===== src/design/pid_speed_controller_assert.svh =====
// Assertion macros for the PID speed controller.
// Included by the top level; no other dependencies.
`ifndef PID_SPEED_CONTROLLER_ASSERT_SVH
`define PID_SPEED_CONTROLLER_ASSERT_SVH

`ifndef SYNTHESIS
`define PSC_ASSERT_IMP(label, ck, rstn, ante, cons) \
    label: assert property (@(posedge ck) disable iff (!rstn) (ante) |-> (cons)) \
        else $error("same-cycle implication failed");
`define PSC_ASSERT_NXT(label, ck, rstn, ante, cons) \
    label: assert property (@(posedge ck) disable iff (!rstn) (ante) |=> (cons)) \
        else $error("next-cycle implication failed");
`else
`define PSC_ASSERT_IMP(label, ck, rstn, ante, cons)
`define PSC_ASSERT_NXT(label, ck, rstn, ante, cons)
`endif

`endif


===== src/design/psc_pkg.sv =====
// Shared types and constants for the PID speed controller.
// No dependencies.
`timescale 1ns / 1ps

package psc_pkg;

    typedef enum logic [2:0] {
        REG_SETPOINT = 3'd0,
        REG_GAIN_P   = 3'd1,
        REG_GAIN_I   = 3'd2,
        REG_GAIN_D   = 3'd3,
        REG_REVERSE  = 3'd4
    } cfg_index_t;

    typedef struct packed {
        logic signed [7:0]  setpoint;
        logic signed [10:0] gain_p;
        logic signed [10:0] gain_i;
        logic signed [10:0] gain_d;
        logic               reverse;
    } cfg_t;

    typedef struct packed {
        logic err_stage;
        logic prod_stage;
        logic sum_stage;
        logic out_stage;
    } pipe_load_t;

    localparam int CFG_DATA_W      = 11;
    localparam int CFG_INDEX_W     = 3;
    localparam int GAIN_W          = 11;
    localparam int ERR_W           = 9;
    localparam int DELTA_W         = 10;
    localparam int SCALE_SHIFT     = 6;
    localparam int RECIP_FIVE      = 205;
    localparam int RECIP_SHIFT     = 10;
    localparam int TOTAL_POS_LIMIT = 40960;
    localparam int TOTAL_NEG_LIMIT = -41280;
    localparam logic [7:0] DRIVE_MAX = 8'h7f;
    localparam logic [7:0] DRIVE_MIN = 8'h80;

endpackage


===== src/design/psc_cfg_regs.sv =====
// Configuration register file for the PID speed controller.
// Depends on psc_pkg.
`timescale 1ns / 1ps

module psc_cfg_regs
    import psc_pkg::*;
(
    input  logic                   clk,
    input  logic                   rst_n,
    input  logic                   cfg_wr_en,
    input  logic [CFG_INDEX_W-1:0] cfg_index,
    input  logic [CFG_DATA_W-1:0]  cfg_data,
    output cfg_t                   cfg
);

    cfg_t cfg_reg;
    cfg_t cfg_next;

    always_comb
    begin
        cfg_next = cfg_reg;
        if (cfg_wr_en)
        begin
            case (cfg_index_t'(cfg_index))
                REG_SETPOINT: cfg_next.setpoint = cfg_data[7:0];
                REG_GAIN_P:   cfg_next.gain_p   = cfg_data;
                REG_GAIN_I:   cfg_next.gain_i   = cfg_data;
                REG_GAIN_D:   cfg_next.gain_d   = cfg_data;
                REG_REVERSE:  cfg_next.reverse  = cfg_data[0];
                default:      cfg_next = cfg_reg;
            endcase
        end
    end

    always_ff @(posedge clk or negedge rst_n)
    begin
        if (!rst_n)
            cfg_reg <= '0;
        else
            cfg_reg <= cfg_next;
    end

    assign cfg = cfg_reg;

endmodule


===== src/design/psc_error_stage.sv =====
// Error, derivative and saturating integrator stage; holds the loop state.
// Depends on psc_pkg.
`timescale 1ns / 1ps

module psc_error_stage
    import psc_pkg::*;
#(
    parameter int INTEGRATOR_WIDTH = 24
)
(
    input  logic                               clk,
    input  logic                               rst_n,
    input  logic                               load,
    input  logic [7:0]                         velocity_raw,
    input  cfg_t                               cfg,
    output logic signed [ERR_W-1:0]            err,
    output logic signed [DELTA_W-1:0]          delta,
    output logic signed [INTEGRATOR_WIDTH-1:0] sum
);

    localparam int W = INTEGRATOR_WIDTH;

    logic signed [ERR_W-1:0]   last_error_reg;
    logic signed [ERR_W-1:0]   last_error_next;
    logic signed [W-1:0]       error_sum_reg;
    logic signed [W-1:0]       error_sum_next;
    logic signed [ERR_W-1:0]   err_reg;
    logic signed [DELTA_W-1:0] delta_reg;
    logic signed [W-1:0]       sum_reg;

    logic signed [8:0]         vel_ext;
    logic signed [8:0]         vel_adj;
    logic signed [9:0]         err_wide;
    logic signed [DELTA_W-1:0] delta_next;
    logic signed [W:0]         sum_wide;

    always_comb
    begin
        vel_ext         = {velocity_raw[7], velocity_raw};
        vel_adj         = cfg.reverse ? 9'(-vel_ext) : vel_ext;
        err_wide        = {{2{cfg.setpoint[7]}}, cfg.setpoint} - {vel_adj[8], vel_adj};
        last_error_next = err_wide[ERR_W-1:0];
        delta_next      = {last_error_next[ERR_W-1], last_error_next}
                          - {last_error_reg[ERR_W-1], last_error_reg};
        sum_wide        = {error_sum_reg[W-1], error_sum_reg}
                          + {{(W-8){last_error_next[ERR_W-1]}}, last_error_next};
        // saturate on overflow
        if (sum_wide[W] != sum_wide[W-1])
            error_sum_next = sum_wide[W] ? {1'b1, {(W-1){1'b0}}} : {1'b0, {(W-1){1'b1}}};
        else
            error_sum_next = sum_wide[W-1:0];
    end

    always_ff @(posedge clk or negedge rst_n)
    begin
        if (!rst_n)
        begin
            last_error_reg <= '0;
            error_sum_reg  <= '0;
        end
        else if (load)
        begin
            last_error_reg <= last_error_next;
            error_sum_reg  <= error_sum_next;
        end
    end

    always_ff @(posedge clk)
    begin
        if (load)
        begin
            err_reg   <= last_error_next;
            delta_reg <= delta_next;
            sum_reg   <= error_sum_next;
        end
    end

    assign err   = err_reg;
    assign delta = delta_reg;
    assign sum   = sum_reg;

endmodule


===== src/design/psc_product_stage.sv =====
// Gain products and their registered sum.
// Depends on psc_pkg.
`timescale 1ns / 1ps

module psc_product_stage
    import psc_pkg::*;
#(
    parameter int INTEGRATOR_WIDTH = 24
)
(
    input  logic                                  clk,
    input  pipe_load_t                            load,
    input  cfg_t                                  cfg,
    input  logic signed [ERR_W-1:0]               err,
    input  logic signed [DELTA_W-1:0]             delta,
    input  logic signed [INTEGRATOR_WIDTH-1:0]    sum,
    output logic signed [INTEGRATOR_WIDTH+12:0]   total
);

    localparam int W  = INTEGRATOR_WIDTH;
    localparam int TW = W + 13;
    localparam int PW = GAIN_W + ERR_W;
    localparam int IW = GAIN_W + W;
    localparam int DW = GAIN_W + DELTA_W;

    logic signed [PW-1:0] prod_p_reg;
    logic signed [IW-1:0] prod_i_reg;
    logic signed [DW-1:0] prod_d_reg;
    logic signed [TW-1:0] total_reg;

    logic signed [PW-1:0] prod_p_next;
    logic signed [IW-1:0] prod_i_next;
    logic signed [DW-1:0] prod_d_next;
    logic signed [TW-1:0] total_next;

    always_comb
    begin
        prod_p_next = PW'($signed(cfg.gain_p)) * PW'(err);
        prod_i_next = IW'($signed(cfg.gain_i)) * IW'(sum);
        prod_d_next = DW'($signed(cfg.gain_d)) * DW'(delta);
        total_next  = TW'(prod_p_reg) + TW'(prod_i_reg) + TW'(prod_d_reg);
    end

    always_ff @(posedge clk)
    begin
        if (load.prod_stage)
        begin
            prod_p_reg <= prod_p_next;
            prod_i_reg <= prod_i_next;
            prod_d_reg <= prod_d_next;
        end
        if (load.sum_stage)
            total_reg <= total_next;
    end

    assign total = total_reg;

endmodule


===== src/design/psc_scale_stage.sv =====
// Divide by 320 toward zero, clamp to the drive range, result register.
// Depends on psc_pkg.
`timescale 1ns / 1ps

module psc_scale_stage
    import psc_pkg::*;
#(
    parameter int INTEGRATOR_WIDTH = 24
)
(
    input  logic                                clk,
    input  logic                                load,
    input  logic signed [INTEGRATOR_WIDTH+12:0] total,
    output logic [7:0]                          drive,
    output logic                                clamped
);

    localparam int TW = INTEGRATOR_WIDTH + 13;
    localparam logic signed [TW-1:0] POS_LIM = TW'(TOTAL_POS_LIMIT);
    localparam logic signed [TW-1:0] NEG_LIM = TW'(TOTAL_NEG_LIMIT);

    logic [7:0]  drive_reg;
    logic [7:0]  drive_next;
    logic        clamped_reg;
    logic        clamped_next;

    logic        neg;
    logic [15:0] mag;
    logic [9:0]  coarse;
    logic [17:0] recip_prod;
    logic [7:0]  quot;

    always_comb
    begin
        neg        = total[TW-1];
        mag        = neg ? 16'(-total[15:0]) : total[15:0];
        coarse     = mag[15:SCALE_SHIFT];
        recip_prod = 18'(coarse) * 18'(RECIP_FIVE);
        quot       = recip_prod[RECIP_SHIFT+7:RECIP_SHIFT];
        if (total >= POS_LIM)
        begin
            drive_next   = DRIVE_MAX;
            clamped_next = 1'b1;
        end
        else if (total <= NEG_LIM)
        begin
            drive_next   = DRIVE_MIN;
            clamped_next = 1'b1;
        end
        else
        begin
            drive_next   = neg ? 8'(-quot) : quot;
            clamped_next = 1'b0;
        end
    end

    always_ff @(posedge clk)
    begin
        if (load)
        begin
            drive_reg   <= drive_next;
            clamped_reg <= clamped_next;
        end
    end

    assign drive   = drive_reg;
    assign clamped = clamped_reg;

endmodule


===== src/design/pid_speed_controller.sv =====
// Discrete PID speed controller: four-stage pipeline and flow control.
// Depends on psc_pkg, psc_cfg_regs, psc_error_stage, psc_product_stage,
// psc_scale_stage and pid_speed_controller_assert.svh.
//
// Usage:
//   s_axis carries one velocity sample per transaction (tdata[7:0]).
//   m_axis returns one drive value per sample (tdata[7:0], signed) with
//   tuser set when the value was clamped to -128..127.
//   cfg_wr_en/cfg_index/cfg_data write setpoint, gains and reverse; write
//   only while no sample is in flight.
//   m_axis_tvalid rises once a sample reaches the last of four register
//   stages, the first loaded at the accepting edge. Without output
//   stalls, throughput is one sample per cycle; the loop state is updated
//   in the cycle a sample is taken, so consecutive samples need no spacing.
//   The drive is held in an output register; while the receiver stalls,
//   empty stages ahead of it still fill, and s_axis_tready drops only when
//   all four stages are occupied.
//   Reset clears the configuration, integrator, last error and all stage
//   valid flags; the pipeline is empty and ready straight after reset.
`timescale 1ns / 1ps

`include "pid_speed_controller_assert.svh"

module pid_speed_controller
    import psc_pkg::*;
#(
    parameter int INTEGRATOR_WIDTH = 24
)
(
    input  logic                   clk,
    input  logic                   rst_n,
    input  logic                   s_axis_tvalid,
    output logic                   s_axis_tready,
    input  logic [7:0]             s_axis_tdata,   // [7:0] velocity_raw
    output logic                   m_axis_tvalid,
    input  logic                   m_axis_tready,
    output logic [7:0]             m_axis_tdata,   // [7:0] drive
    output logic                   m_axis_tuser,   // [0] clamped
    input  logic                   cfg_wr_en,
    input  logic [CFG_INDEX_W-1:0] cfg_index,
    input  logic [CFG_DATA_W-1:0]  cfg_data
);

    localparam int W = INTEGRATOR_WIDTH;

    cfg_t       cfg;
    pipe_load_t load;

    logic err_valid_reg;
    logic prod_valid_reg;
    logic sum_valid_reg;
    logic out_valid_reg;

    logic out_ready;
    logic sum_ready;
    logic prod_ready;
    logic err_ready;

    logic signed [ERR_W-1:0]   err;
    logic signed [DELTA_W-1:0] delta;
    logic signed [W-1:0]       sum;
    logic signed [W+12:0]      total;

    // each stage may advance when the one ahead is empty or advancing
    always_comb
    begin
        out_ready  = !out_valid_reg || m_axis_tready;
        sum_ready  = !sum_valid_reg || out_ready;
        prod_ready = !prod_valid_reg || sum_ready;
        err_ready  = !err_valid_reg || prod_ready;

        load.err_stage  = s_axis_tvalid && err_ready;
        load.prod_stage = err_valid_reg && prod_ready;
        load.sum_stage  = prod_valid_reg && sum_ready;
        load.out_stage  = sum_valid_reg && out_ready;
    end

    always_ff @(posedge clk or negedge rst_n)
    begin
        if (!rst_n)
        begin
            err_valid_reg  <= 1'b0;
            prod_valid_reg <= 1'b0;
            sum_valid_reg  <= 1'b0;
            out_valid_reg  <= 1'b0;
        end
        else
        begin
            if (err_ready)
                err_valid_reg <= s_axis_tvalid;
            if (prod_ready)
                prod_valid_reg <= err_valid_reg;
            if (sum_ready)
                sum_valid_reg <= prod_valid_reg;
            if (out_ready)
                out_valid_reg <= sum_valid_reg;
        end
    end

    psc_cfg_regs u_cfg_regs
    (
        .clk       (clk),
        .rst_n     (rst_n),
        .cfg_wr_en (cfg_wr_en),
        .cfg_index (cfg_index),
        .cfg_data  (cfg_data),
        .cfg       (cfg)
    );

    psc_error_stage #(.INTEGRATOR_WIDTH(W)) u_error_stage
    (
        .clk          (clk),
        .rst_n        (rst_n),
        .load         (load.err_stage),
        .velocity_raw (s_axis_tdata),
        .cfg          (cfg),
        .err          (err),
        .delta        (delta),
        .sum          (sum)
    );

    psc_product_stage #(.INTEGRATOR_WIDTH(W)) u_product_stage
    (
        .clk   (clk),
        .load  (load),
        .cfg   (cfg),
        .err   (err),
        .delta (delta),
        .sum   (sum),
        .total (total)
    );

    psc_scale_stage #(.INTEGRATOR_WIDTH(W)) u_scale_stage
    (
        .clk     (clk),
        .load    (load.out_stage),
        .total   (total),
        .drive   (m_axis_tdata),
        .clamped (m_axis_tuser)
    );

    assign s_axis_tready = err_ready;
    assign m_axis_tvalid = out_valid_reg;

    `PSC_ASSERT_IMP(a_clamp_at_limit, clk, rst_n, m_axis_tvalid && m_axis_tuser, m_axis_tdata == DRIVE_MAX || m_axis_tdata == DRIVE_MIN)
    `PSC_ASSERT_NXT(a_accept_fills_stage, clk, rst_n, s_axis_tvalid && s_axis_tready, err_valid_reg)
    `PSC_ASSERT_IMP(a_full_pipe_blocks, clk, rst_n, out_valid_reg && !m_axis_tready && sum_valid_reg && prod_valid_reg && err_valid_reg, !s_axis_tready)

endmodule


===== config.mk =====
export PLATFORM = sky130hd
export DESIGN_NAME = pid_speed_controller
export DESIGN_NICKNAME = d
export VERILOG_FILES = /design/src/design/psc_pkg.sv /design/src/design/psc_cfg_regs.sv /design/src/design/psc_error_stage.sv /design/src/design/psc_product_stage.sv /design/src/design/psc_scale_stage.sv /design/src/design/pid_speed_controller.sv
export VERILOG_INCLUDE_DIRS = /design/src /design/src/design
export SDC_FILE = /design/constraint.sdc
export NUM_CORES = 2
export LEC_CHECK = 0
export ABC_AREA = 1
export BUFFER_PORTS_ARGS = -buffer_cell sky130_fd_sc_hd__buf_2
export CAP_MARGIN = 10
export CORE_ASPECT_RATIO = 0.9
export CORE_UTILIZATION = 62
export CTS_CLUSTER_SIZE = 30
export DETAILED_ROUTE_END_ITERATION = 16
export GPL_TIMING_DRIVEN = 0
export HOLD_SLACK_MARGIN = 0.12
export PLACE_DENSITY = 0.9
export SETUP_SLACK_MARGIN = 0.15
export SLEW_MARGIN = 20
export SYNTH_ARGS = -nofsm -noshare
export SYNTH_HDL_FRONTEND = slang
export SYNTH_SLANG_ARGS = --single-unit

===== constraint.sdc =====
create_clock -name clk -period 11.24 [get_ports clk]
set_input_delay 2.248 -clock clk [delete_from_list [all_inputs] [get_ports clk]]
set_output_delay 2.248 -clock clk [all_outputs]
set_load 0.02 [all_outputs]

==> results.json <==
{
  "grt_pass1_vias": 26397,
  "synth_compound_area_share_pct": 6.83,
  "synthSimpleGateAreaFrac_pct": 14.7,
  "path_clk_slew_ps": 60,
  "ctsHoldBuffers": 0,
  "synth_fp_nets": 4436,
  "track_usage_pct": 30.6,
  "synthTopCellsByCount": "834 x inv_1, 824 x nand2_1, 472 x fa_1, 287 x ha_1, 165 x edfxtp_1",
  "cts_tree": "yes",
  "fin_tns_setup_ps": 0,
  "final-setup-viol-count": 0,
  "io_pins": 38,
  "synth_top_family_by_area": "adder cells",
  "timing_worst_setup_path_type": "reg2reg",
  "area_growth_pct": 6.36,
  "dp_hpwl_um": 62400,
  "fin_util_pct": 67.1,
  "synth_area_leaders": "fa_1 30%, edfxtp_1 15%, ha_1 11%",
  "period_needed_ps": 6970,
  "cp_top_family": "adder cells",
  "tightest_slew_ps": 996,
  "grt_max_degree": 58,
  "worstSetupEndpointType": "register",
  "worst_ep_required_time_ps": 11590,
  "cts_made_buffers": 27,
  "largest_reg_flops": 42,
  "drt-initial-drc-count": 2241,
  "final_max_slew_viol_count": 0,
  "htreeDepth": 1,
  "synth.avg_cell_area_um2": 8.78,
  "yosys.area.top_type": "fa_1",
  "post_cts_buffers": 0,
  "ys_ff_latch": 244,
  "antenna_left": 0,
  "async_reset_ff_share_pct": 32.4,
  "drv_cap": 0,
  "viasPerCell": 5.66,
  "clockBufferDepth": 3,
  "nets": 4505,
  "crit_path_cell_trace": "clkbuf_1 -> clkbuf_1 -> nand2_1 -> inv_1 -> fa_1 -> fa_1 -> fa_1 -> inv_1 -> fa_1 -> inv_1 -> fa_1 -> ha_1 -> a21oi_1 -> o21ai_0 -> nand3_1 -> nand2_1 -> nand2_1 -> nand3_1 -> a21o_1 -> a21boi_0 -> o21ai_0 -> a21oi_1 -> xor2_1",
  "hp-class": "reg2reg",
  "n_antenna_cell": 0,
  "status": "completed",
  "core_area_um2": 50700,
  "route.detailed.drc": 0,
  "synthXorXnorAreaFrac_pct": 4.75,
  "dr.pass1.iters": 5,
  "worst_setup_path_start_kind": "register",
  "synth_top_area_share_pct": 29.5,
  "fin_skew_ps": 17.9,
  "synth_mux_area_share_pct": 0,
  "port-buffer-count": 37,
  "clk_latency_ps": 560,
  "synth_edf_count": 165,
  "post_cts_resized": 0,
  "fmax_ghz": 0.143,
  "holdWs_ps": 474,
  "finalWeightedCongestion": 0.959,
  "ys_types": 51,
  "cp_slowest_cell": "clkbuf_1",
  "maxSlewHeadroom_pct": 33.6,
  "wl_um": 77600,
  "antenna_found_initial": 1,
  "period_share_pct": 62.1,
  "worst-path-max-fanout": 10,
  "netlist_area_um2": 32000,
  "rows": 78,
  "cpPeakStageDelay_ps": 590,
  "synth_fa_ha_area_share_pct": 40.7,
  "clock_sinks": 244,
  "seq_area_frac_synth_pct": 21.6,
  "yosysWarnings": 0,
  "die_w_um": 242,
  "cts_root_buffer": "clkbuf_16",
  "drive_gt1_share_pct": 4.12,
  "start_util_pct": 63.1,
  "wl_per_cell_um": 17.6,
  "dp_cells": 4370,
  "critPathMostFrequentCell": "fa_1",
  "synth_most_common_cell": "inv_1",
  "hold_viol": 0,
  "rsz0062_at_grt": "no",
  "overflow": 0,
  "vias": 25010,
  "die_h_um": 218,
  "dieArea_um2": 52600,
  "fin_cells": 4419,
  "synth_flop_cell": "edfxtp_1",
  "syn_inst": 3650,
  "cp.buffers_inverters": 5,
  "grt_first_pass_wirelength_um": 129000,
  "worstPathArrival_ps": 7320
}
[layout make-up]
class / instances / area, um^2
plain buffers: 119 / 497
fillers: 3628 / 16700
repair buffers: 40 / 254
multi-input cells: 2452 / 21500
inverters: 835 / 3140
clock inverters: 18 / 231
well taps: 680 / 851
flip-flops and latches: 244 / 6930
clock buffers: 31 / 691
[cells by family after synthesis]
group,Yosys count
AOI/OAI and AO/OA,387
xor gates and xnor gates,173
adders and majority gates,759
buffers and inverters,954
DFF,244
and+or+nand+nor,1133
[metal layers]
layer | up-vias | part of all wire [%] | track usage, %
li1 | 11279 | - | -
met1 | 12037 | 39 | 39.5
met2 | 1423 | 46 | 50.6
met3 | 271 | 11 | 6.51
met4 | 0 | 4.3 | 12.3
met5 | - | 0 | 0
[path summary, 6_finish.rpt]
path                                     from                             end  slack, ps  cells after the start
setup / recovery           u_cfg_regs.cfg[21]  u_product_stage.prod_i_reg[34]       4270                     23
hold / removal                  sum_valid_reg                   m_axis_tvalid        470                      2
setup reg to reg           u_cfg_regs.cfg[21]  u_product_stage.prod_i_reg[34]       4270                     23
hold reg to reg                 sum_valid_reg                   m_axis_tvalid        470                      2
max in group asynchronous               rst_n              u_cfg_regs.cfg[12]       8900                      2
min in group asynchronous               rst_n                   err_valid_reg       1670                      1
[worst min-delay path, cell delays in order, from the launching register on]
cell and delay, ps:
dfrtp_1 330, inv_1 60, nand2_1 60
[layout by cell type (no fill, tap or decap), types with 5 or more instances in the layout]
master / instances
nand3b_1: 5
o31ai_1: 9
nor2_1: 131
edfxtp_1: 165
inv_1: 832
a21oi_1: 160
or2_2: 28
a31oi_1: 15
o221ai_1: 6
clkbuf_16: 27
nor3_1: 22
fa_1: 472
buf_2: 41
nand3_1: 60
o21ai_0: 133
o21a_1: 8
o211ai_1: 6
xor2_1: 110
nand4_1: 16
nand2_1: 824
a21o_1: 15
xnor2_1: 61
clkbuf_1: 113
nor4_1: 14
ha_1: 287
o21bai_1: 14
nand2_4: 20
dfrtp_1: 79
bufinv_16: 5
[through the flow]
stage,area [um^2],worst slack (ps)
after floorplan,32000,4660
after global placement,33100,3290
after detailed placement,33100,4190
after CTS,34100,4420
after global routing,34100,4010
final,34100,4270
Power is left out: the tool's default activity adds up to more than one toggle a clock period on the data nets, which glitch-free logic cannot reach.
